===== src/hw/rtl/jqps_pkg.sv =====
package jqps_pkg;

  // one stored job record
  typedef struct packed {
    logic [15:0] tag;
    logic [47:0] arr;
    logic [15:0] cpu;
    logic [7:0]  pri;
    logic [1:0]  st;
  } rec_t;

  typedef struct packed {
    logic [15:0] job_tag;
    logic [47:0] arrival_us;
    logic [15:0] cpu_ticks;
    logic [7:0]  priority_req;
    logic [1:0]  job_status;
    logic        last_record;
  } in_word_t;

  typedef struct packed {
    logic [15:0] out_tag;
    logic [47:0] out_arrival_us;
    logic [15:0] out_cpu_ticks;
    logic [7:0]  out_priority;
    logic [1:0]  out_status;
    logic        out_last;
  } out_word_t;

  localparam logic [1:0] ST_WAITING = 2'd0;

  localparam logic [1:0] POL_ARRIVAL  = 2'd0;
  localparam logic [1:0] POL_CPU      = 2'd1;
  localparam logic [1:0] POL_PRIORITY = 2'd2;

  typedef enum logic [1:0] {
    RD_I  = 2'd0,
    RD_I1 = 2'd1,
    RD_J1 = 2'd2,
    RD_K  = 2'd3
  } rd_sel_t;

  typedef enum logic [6:0] {
    S_LOAD    = 7'b0000001,
    S_PASS    = 7'b0000010,
    S_LDI     = 7'b0000100,
    S_CMP     = 7'b0001000,
    S_WB      = 7'b0010000,
    S_EMIT_RD = 7'b0100000,
    S_EMIT_LD = 7'b1000000
  } state_t;

  typedef struct packed {
    logic    load_wr;
    logic    cnt_inc;
    logic    cnt_clr;
    logic    i_clr;
    logic    i_inc;
    logic    j_set;
    logic    j_inc;
    logic    k_clr;
    logic    k_inc;
    logic    rd_en;
    rd_sel_t rd_sel;
    logic    reci_load;
    logic    cmp_en;
    logic    wb;
    logic    out_load;
  } cmd_t;

  typedef struct packed {
    logic count_full;
    logic i_last;
    logic j_last;
    logic j_first;
    logic rd_waiting;
    logic out_free;
    logic k_last;
  } stat_t;

endpackage


===== src/hw/rtl/jqps_ctrl.sv =====
module jqps_ctrl (
  input  logic            clk,
  input  logic            rst,
  input  logic            in_valid,
  input  logic            in_last,
  output logic            in_stall,
  input  jqps_pkg::stat_t stat,
  output jqps_pkg::cmd_t  cmd
);

  jqps_pkg::state_t state, state_next;

  always_ff @(posedge clk) begin
    if (rst) begin
      state <= jqps_pkg::S_LOAD;
    end else begin
      state <= state_next;
    end
  end

  assign in_stall = (state != jqps_pkg::S_LOAD);

  always_comb begin
    cmd        = '0;
    cmd.rd_sel = jqps_pkg::RD_I;
    state_next = state;
    case (state)
      jqps_pkg::S_LOAD: begin
        if (in_valid) begin
          cmd.load_wr = !stat.count_full;
          cmd.cnt_inc = !stat.count_full;
          if (in_last) begin
            cmd.i_clr  = 1'b1;
            state_next = jqps_pkg::S_PASS;
          end
        end
      end
      jqps_pkg::S_PASS: begin
        if (stat.i_last) begin
          cmd.k_clr  = 1'b1;
          state_next = jqps_pkg::S_EMIT_RD;
        end else begin
          cmd.rd_en  = 1'b1;
          cmd.rd_sel = jqps_pkg::RD_I;
          state_next = jqps_pkg::S_LDI;
        end
      end
      jqps_pkg::S_LDI: begin
        cmd.reci_load = 1'b1;
        cmd.j_set     = 1'b1;
        cmd.rd_en     = 1'b1;
        cmd.rd_sel    = jqps_pkg::RD_I1;
        state_next    = jqps_pkg::S_CMP;
      end
      jqps_pkg::S_CMP: begin
        if (!stat.rd_waiting) begin
          if (stat.j_first) begin
            cmd.k_clr  = 1'b1;
            state_next = jqps_pkg::S_EMIT_RD;
          end else begin
            state_next = jqps_pkg::S_WB;
          end
        end else begin
          cmd.cmp_en = 1'b1;
          if (stat.j_last) begin
            state_next = jqps_pkg::S_WB;
          end else begin
            cmd.j_inc  = 1'b1;
            cmd.rd_en  = 1'b1;
            cmd.rd_sel = jqps_pkg::RD_J1;
          end
        end
      end
      jqps_pkg::S_WB: begin
        cmd.wb     = 1'b1;
        cmd.i_inc  = 1'b1;
        state_next = jqps_pkg::S_PASS;
      end
      jqps_pkg::S_EMIT_RD: begin
        if (stat.out_free) begin
          cmd.rd_en  = 1'b1;
          cmd.rd_sel = jqps_pkg::RD_K;
          state_next = jqps_pkg::S_EMIT_LD;
        end
      end
      jqps_pkg::S_EMIT_LD: begin
        cmd.out_load = 1'b1;
        cmd.k_inc    = 1'b1;
        if (stat.k_last) begin
          cmd.cnt_clr = 1'b1;
          state_next  = jqps_pkg::S_LOAD;
        end else begin
          state_next = jqps_pkg::S_EMIT_RD;
        end
      end
      default: begin
        state_next = jqps_pkg::S_LOAD;
      end
    endcase
  end

endmodule


===== config.mk =====
export PLATFORM = sky130hd
export DESIGN_NAME = jqps_ctrl
export DESIGN_NICKNAME = d
export VERILOG_FILES = /design/src/hw/rtl/jqps_pkg.sv /design/src/hw/rtl/jqps_ctrl.sv
export SDC_FILE = /design/constraint.sdc
export NUM_CORES = 1
export LEC_CHECK = 0
export ABC_AREA = 0
export BUFFER_PORTS_ARGS = -buffer_cell sky130_fd_sc_hd__buf_2
export CORE_AREA = 2 2 39 41
export DETAILED_ROUTE_END_ITERATION = 6
export DIE_AREA = 0 0 41 43
export PLACE_DENSITY = 0.7
export SLEW_MARGIN = 40
export SYNTH_ARGS = -nofsm -noshare
export SYNTH_HDL_FRONTEND = slang
export SYNTH_SLANG_ARGS = --single-unit

===== constraint.sdc =====
create_clock -name clk -period 3 [get_ports clk]
set_input_delay 0.15 -clock clk [delete_from_list [all_inputs] [get_ports clk]]
set_output_delay 0.15 -clock clk [all_outputs]
set_load 0.05 [all_outputs]

==> metrics.md, run 1 <==
| Metric | Value |
|---|---|
| Status | finished, final reports clean |
| Top cells by area, synth | dfxtp_1 26%, buf_4 5.7%, nor3b_1 5.7%, nand2_1 5.0%, nor4_4 4.0% |
| Max-slew violations | 0 |
| GRT Overall Usage | 0.147 |
| Clock slew at reported path FFs | 0.05 ns |
| R2r worst-path depth | 4 |
| Reg with most FFs | state |
| HP Start | stat[5] |
| Setup TNS | 0 ns |
| Routed Antenna Nets | 0 |
| PD cells | 672 nW/um^2 |
| Max reg flops | 7 |
| First-pass GRT wire length | 1800 um |
| TritonCTS Buffers | 3 |
| Routability Congestion | 0.823 |
| Main flop type after synthesis | dfxtp_1 |
| Starting Density | 0.382 |
| Peak supply drop | 0.000506 V |
| Gr ovfl total | 0 |
| # rows | 14 |
| Number of global-route vias before repair | 486 |
| Final layout net count | 105 |
| Clock latency on the worst-skew pair | 0.25 ns |
| Period utilisation layout | 0.671 |
| Largest net degree at the start of global routing | 10 |
| Max cap viols | 0 |
| Clock network power share | 0.188 |
| H-Tree Depth | 1 |
| Non-filler cells, final | 109 |
| PortBufs | 27 |
| Die area | 1760 um^2 |
| # resized after CTS | 0 |
| Clk root buf | clkbuf_4 |
| Final Util | 0.492 |
| Setup ws final | 0.988 ns |
| Worst slew pin tran | 0.573 ns |
| Synth-to-layout area growth | 28.6% |
| # IOs | 28 |
| DRT Pass-1 Iters | 4 |
| CTS max path bufs | 2 |
| CTS tree | built |
| # DRC | 0 |
| Starting DRT DRC Count | 5 |
| Post-synth ARST share | 0 |
| Final Setup Violations | 0 |
| Chip width | 41 um |
| Core area | 1380 um^2 |
| Ant. Diodes | 0 |
| Post-Synthesis Cell Area | 529 um^2 |
| Worst slack, placed | 1.26 ns |
| Syn Area/Cell | 7.90 um^2 |
| Post-Syn Nets | 78 |
| Post-synth top area share | 0.265 |
| Hold Vio Cnt, Final | 0 |
| Crit Reg-Reg Startpoint | state[3]$_SDFFE_PP0P_ |
| Synth top cells by count | 7 x dfxtp_1, 7 x nand2_1, 5 x nor2_1 |
| Leading registers by flop count | state (7) |
| Comb pwr share | 0.509 |
| Switching Fraction | 0.481 |
| CP startpoint kind | register |
| Unique masters post-synth | 32 |
| EDFF count, synth | 0 |
| Synth area leader | dfxtp_1 |
| Register area share after synthesis | 0.265 |
| Seq cells post-synth | 7 |
| CP endpoint | cmd[6] |
| CTS Sinks | 7 |
| Switching pwr | 220 uW |
| Worst setup path startpoint | state[3]$_SDFFE_PP0P_ |
| Seq pwr share | 0.303 |
| Post-detail-place hpwl | 988 um |
| Yosys warnings | 0 |
| P_leak | 0.377 nW |
| Placed instance count | 105 |
| Fmax | 0.497 GHz |
| Vias/cell | 5.31 |
| Data required, critical path | 2.85 ns |
| Internal | 237 uW |
| RSZ-0062 raised after global routing | no |
| Setup Skew | 0.00414 ns |
| RR Endpoint | state[1]$_SDFFE_PP0P_ |
| Layout cells sized above 1 | 0.355 |
| DIE HEIGHT | 43 um |
| Arrival @ worst endpoint | 1.86 ns |
| Post-CTS Hold Buffers | 0 |
| Post-synthesis instance total | 67 |
| Max-slew headroom | 0.615 |
| WL/cell | 11.5 um |
| Min-Delay Path Class | input pin to register |
| Setup bufs post-CTS | 0 |
| Total number of vias | 579 |
| Min Tclk post-route | 2.01 ns |
| Initial antenna violation count | 0 |
| Kind of critical path | register to output pin |
| CP Max Fanout | 6 |
| WL final | 1250 um |
| R2R setup slack | 1.38 ns |
| Worst Setup End Kind | output pin |
[per-stage QoR]
| stage | total power [mW] | cell area, um^2 | hold slack [ns] |
|---|---|---|---|
| 2_1_floorplan | 0.333 | 534 | 0.219 |
| 3_3_place_gp | 0.371 | 654 | 0.358 |
| 3_5_place_dp | 0.373 | 654 | 0.351 |
| 4_1_cts | 0.461 | 681 | 0.0874 |
| 5_1_grt | 0.482 | 681 | 0.102 |
| 6_report | 0.457 | 681 | 0.0964 |
[cells in the final DEF (no fill, tap or decap), drive strengths merged, types with 3 or more instances in the layout]
cell / n
buf: 27
nand2: 7
dfxtp: 7
nor2: 5
inv: 4
nor3: 4
nor3b: 4
clkbuf: 4
and3: 3
nor4b: 3
[power groups by stage]
stage | logic [mW] | registers [mW] | clock network [mW]
finish | 0.233 | 0.139 | 0.0861
global route | 0.248 | 0.142 | 0.0920
CTS | 0.233 | 0.139 | 0.0892
detailed placement | 0.232 | 0.141 | 0
global placement | 0.232 | 0.139 | 0
floorplan | 0.215 | 0.118 | 0
[layout make-up]
cell class,count,area (um^2)
clock buffer,4,26.3
multi-input combinational,51,344
sequential,7,140
tap,16,20.0
inverter,4,15.0
fill,136,703
timing repair buffer,27,135
[worst min path at each step]
stage                                        to  slack [ns]  cells past startpoint
final                     state[2]$_SDFFE_PP0P_         0.1                      2
after global routing      state[2]$_SDFFE_PP0P_        0.10                      2
after CTS                 state[2]$_SDFFE_PP0P_        0.09                      2
after detailed placement  state[2]$_SDFFE_PP0P_        0.35                      2
after global placement    state[2]$_SDFFE_PP0P_        0.36                      2
after floorplan           state[3]$_SDFFE_PP0P_        0.22                      1
[cell families (layout without fill, tap and decap cells)]
kind of cell | count (synthesis) | in the layout | synth area share
AND/OR/NAND/NOR | 38 | 38 | 0.452
buffers and inverters | 9 | 35 | 0.0945
XOR/XNOR | 2 | 2 | 0.0331
AO/OA/AOI/OAI | 11 | 11 | 0.156
flip-flops | 7 | 7 | 0.265
[critical path: stages, from the launching register on]
cell       delay, ns
dfxtp_1         0.40
nor3b_1         0.41
nand4b_1        0.32
o2111ai_1       0.19
buf_2           0.29
[metal layers]
metal  GRT usage  vias up  wire length, um
met3      0.0366        0               82
li1            -      295                -
met1       0.196      260              615
met2       0.216       24              555
met5           0        -                0
met4      0.0600        0                0
Power figures use the tool's default switching activity.
==> inputs of run 2 (changes only) <==
Settings changed: ABC_AREA 0 to 1, CORE_AREA 2 2 39 41 to not set, CORE_UTILIZATION set to 44, DIE_AREA 0 0 41 43 to not set, PLACE_DENSITY 0.7 to 0.75.
Clock period 3 ns to 2.1 ns, I/O delays scaled along.
==> run 2 against run 1 <==
Against the previous run:
- register-to-register slack got worse by 0.50 ns
- via count increased by 9.5%
- largest power group unchanged
- non-clock buffer count unchanged
- clock-buffer cell count did not move
- final area increased by 7.9%
- wire length is 5.6% higher
- power increased by 15%
- die area down 17%
- sequential cell count unchanged
- highest routed layer is now met4
- global-route usage up 6.1 points
- final cell count increased by 15%
- setup slack lost 0.53 ns
==> metrics.md, run 2 <==
| Metric | Value |
|---|---|
| Status | finished, final reports clean |
| Number of global-route vias before repair | 583 (+20%) |
| Worst Path Buf+Inv | 3 (+2) |
| Yosys warnings | 0 (unchanged) |
| Seq cells post-synth | 7 (unchanged) |
| CTS tree | built |
| Seq pwr share | 0.293 (-0.010) |
| Gr ovfl total | 0 (unchanged) |
| Clock network power share | 0.231 (+0.043) |
| # resized after CTS | 0 (unchanged) |
| WL final | 1320 um (+5.6%) |
| Arrival @ worst endpoint | 1.53 ns (-0.33 ns) |
| PortBufs | 27 (unchanged) |
| Delay-heaviest family, CP | flip-flops |
| Largest net degree at the start of global routing | 9 (-1) |
| Setup TNS | 0 ns (unchanged) |
| Post-synth ARST share | 0 (unchanged) |
| Post-synthesis instance total | 84 (+25%) |
| Routed Antenna Nets | 0 (unchanged) |
| Clock slew at reported path FFs | 0.05 ns (about the same) |
| Post-CTS Hold Buffers | 0 (unchanged) |
| Post-synth top area share | 0.241 (-0.0234) |
| RR Endpoint | state[0]$_SDFFE_PP1P_ |
| DP Area | 708 um^2 (+8.2%) |
| Leading registers by flop count | state (7) |
| Initial antenna violation count | 0 (unchanged) |
| R2r worst-path depth | 8 (+4) |
| Commonest non-fill, non-tap cell in the layout | buf_2 |
| Fmax | 0.611 GHz |
| Clock latency on the worst-skew pair | 0.25 ns (about the same) |
| Top Layer Used | met4 |
| M1 WL | 540 um (-12%) |
| Crit Reg-Reg Startpoint | state[1]$_SDFFE_PP0P_ |
| GRT Overall Usage | 0.208 (+0.0614) |
| Starting DRT DRC Count | 14 (+9) |
| Comb pwr share | 0.476 (-0.033) |
| EDFF count, synth | 0 (unchanged) |
| Met2 WL | 640 um (+15%) |
| # rows | 12 (-2) |
| Worst setup path startpoint | state[6]$_SDFFE_PP0P_ |
| WL/cell | 10.6 um (-7.9%) |
| Synth-to-layout area growth | 26.5% |
| Vias/cell | 5.07 (-4.5%) |
| Worst slew pin tran | 0.287 ns (-0.286 ns) |
| Core area | 1170 um^2 (-15%) |
| Routability Congestion | 0.718 (-13%) |
| Register area share after synthesis | 0.241 (-0.0234) |
| Max reg flops | 7 (unchanged) |
| Max-slew headroom | 0.808 (+0.193) |
| Layout cells sized above 1 | 0.468 (+0.114) |
| Syn Area/Cell | 6.91 um^2 (-13%) |
| Most frequent cells in the layout | 27 x buf_2, 18 x nand2_1, 13 x nor2_1 |
| HP Start | stat[5] |
| Kind of critical path | register to output pin |
| CP peak stage delay | 0.48 ns (+0.07 ns) |
| Most frequent cell after synthesis | nand2_1 |
| Fillers | 114 (-16%) |
| H-Tree Depth | 1 (unchanged) |
| Max-slew violations | 0 (unchanged) |
| Post-route cell area | 734 um^2 (+7.9%) |
| CP max-delay cell | dfxtp_1 |
| Ant. Diodes | 0 (unchanged) |
| Setup bufs post-CTS | 0 (unchanged) |
| Total number of vias | 634 (+9.5%) |
| Switching pwr | 237 uW (+7.6%) |
| P_leak | 0.453 nW (+20%) |
| DIE HEIGHT | 38.3 um (-11%) |
| Hold Vio Cnt, Final | 0 (unchanged) |
| Post-Synthesis Cell Area | 581 um^2 (+9.7%) |
| PD cells | 714 nW/um^2 (+6.3%) |
| Min Tclk post-route | 1.64 ns |
| Main flop type after synthesis | dfxtp_1 |
| Period utilisation layout | 0.780 |
| CTS max path bufs | 2 (unchanged) |
| Post-Syn Nets | 95 (+22%) |
| Synth top cells by count | 18 x nand2_1, 13 x nor2_1, 9 x inv_1 |
| Switching Fraction | 0.451 (-0.0298) |
| Synth area leader | dfxtp_1 |
| Min-Delay Path Class | input pin to register |
| Internal | 288 uW (+21%) |
| Clk root buf | clkbuf_4 |
| Chip width | 38.3 um (-6.5%) |
| Setup Skew | 0.000492 ns (-0.00365 ns) |
| Final layout net count | 123 (+17%) |
| # IOs | 28 (unchanged) |
| CP startpoint kind | register |
| Peak supply drop | 0.000387 V (-23%) |
| Hold Path Cell Cnt | 2 (unchanged) |
| Top cells by area, synth | dfxtp_1 24%, nand2_1 12%, nor2_1 8.4%, inv_1 5.8%, nand2_2 5.4% |
| Unique masters post-synth | 22 (-31%) |
| Cell depth of the worst setup path | 5 (+1) |
| Total Power | 524 uW (+15%) |
| Reg with most FFs | state |
| Data required, critical path | 2.00 ns (-0.85 ns) |
| CP Max Fanout | 4 (-2) |
| Post-detail-place hpwl | 1110 um (+13%) |
| Max cap viols | 0 (unchanged) |
| Die area | 1470 um^2 (-17%) |
| CTS Sinks | 7 (unchanged) |
| First-pass GRT wire length | 2130 um (+18%) |
| Starting Density | 0.496 (+0.113) |
| Worst Setup End Kind | output pin |
| Final Setup Violations | 0 (unchanged) |
| CP cell instances | inv_2 > nor3_4 > nand2_1 > inv_1 > buf_2 |
| # DRC | 0 (unchanged) |
| Met3 WL | 101 um (+23%) |
| RSZ-0062 raised after global routing | no |
| TritonCTS Buffers | 3 (unchanged) |
| DRT Pass-1 Iters | 4 (unchanged) |
| Hold worst-path end | state[2]$_SDFFE_PP0P_ |
| R2R setup slack | 0.88 ns (-0.50 ns) |
## run 2: layer usage
layer,vias up,global-route usage
met5,-,0
met1,275,0.213
met4,0,0.134
met3,5,0.0174
met2,37,0.394
li1,317,-
## run 2: metrics by stage
step / std cells / hold slack [ns] / utilization / worst slack, ns
finish: 125 / 0.0484 / 0.627 / 0.462
global route: 125 / 0.0462 / 0.627 / 0.373
CTS: 125 / 0.0479 / 0.627 / 0.457
detailed placement: 121 / 0.309 / 0.605 / 0.727
global placement: 121 / 0.309 / 0.605 / 0.794
floorplan: 84 / 0.174 / - / 0.0852
## run 2: cells by family (layout without fill, tap and decap cells)
| logic type | Yosys count | count (layout) | synth area share |
|---|---|---|---|
| DFF | 7 | 7 | 0.241 |
| buffers and inverters | 18 | 45 | 0.142 |
| and+or+nand+nor | 56 | 56 | 0.584 |
| AOI/OAI and AO/OA | 3 | 3 | 0.0323 |
## run 2: worst max path at each step
| stage | to | slack (ns) |
|---|---|---|
| after global placement | cmd[13] | 0.79 |
| final | cmd[13] | 0.46 |
| after floorplan | cmd[15] | 0.09 |
| after CTS | cmd[13] | 0.46 |
| after global routing | cmd[14] | 0.37 |
| after detailed placement | cmd[13] | 0.73 |
## run 2: power by group through the flow
stage	Sequential, mW	Clock [mW]	Combinational (mW)
2_1_floorplan	0.154	0	0.202
3_3_place_gp	0.155	0	0.246
3_5_place_dp	0.156	0	0.251
4_1_cts	0.154	0.122	0.251
5_1_grt	0.154	0.132	0.273
6_report	0.154	0.121	0.250
## run 2: worst register-to-register path, delay by kind of cell (launching register included)
family,cells,cell delay [ns]
buffers and inverters,1,0.08
DFF,1,0.32
and+or+nand+nor,7,0.72
## run 2: layout make-up
class | instances | area (um^2) | share of cell area
multi-input combinational | 59 | 363 | 0.494
sequential | 7 | 140 | 0.191
timing repair buffer | 27 | 135 | 0.184
inverter | 14 | 52.6 | 0.0716
clock buffer | 4 | 26.3 | 0.0358
tap | 14 | 17.5 | 0.0239
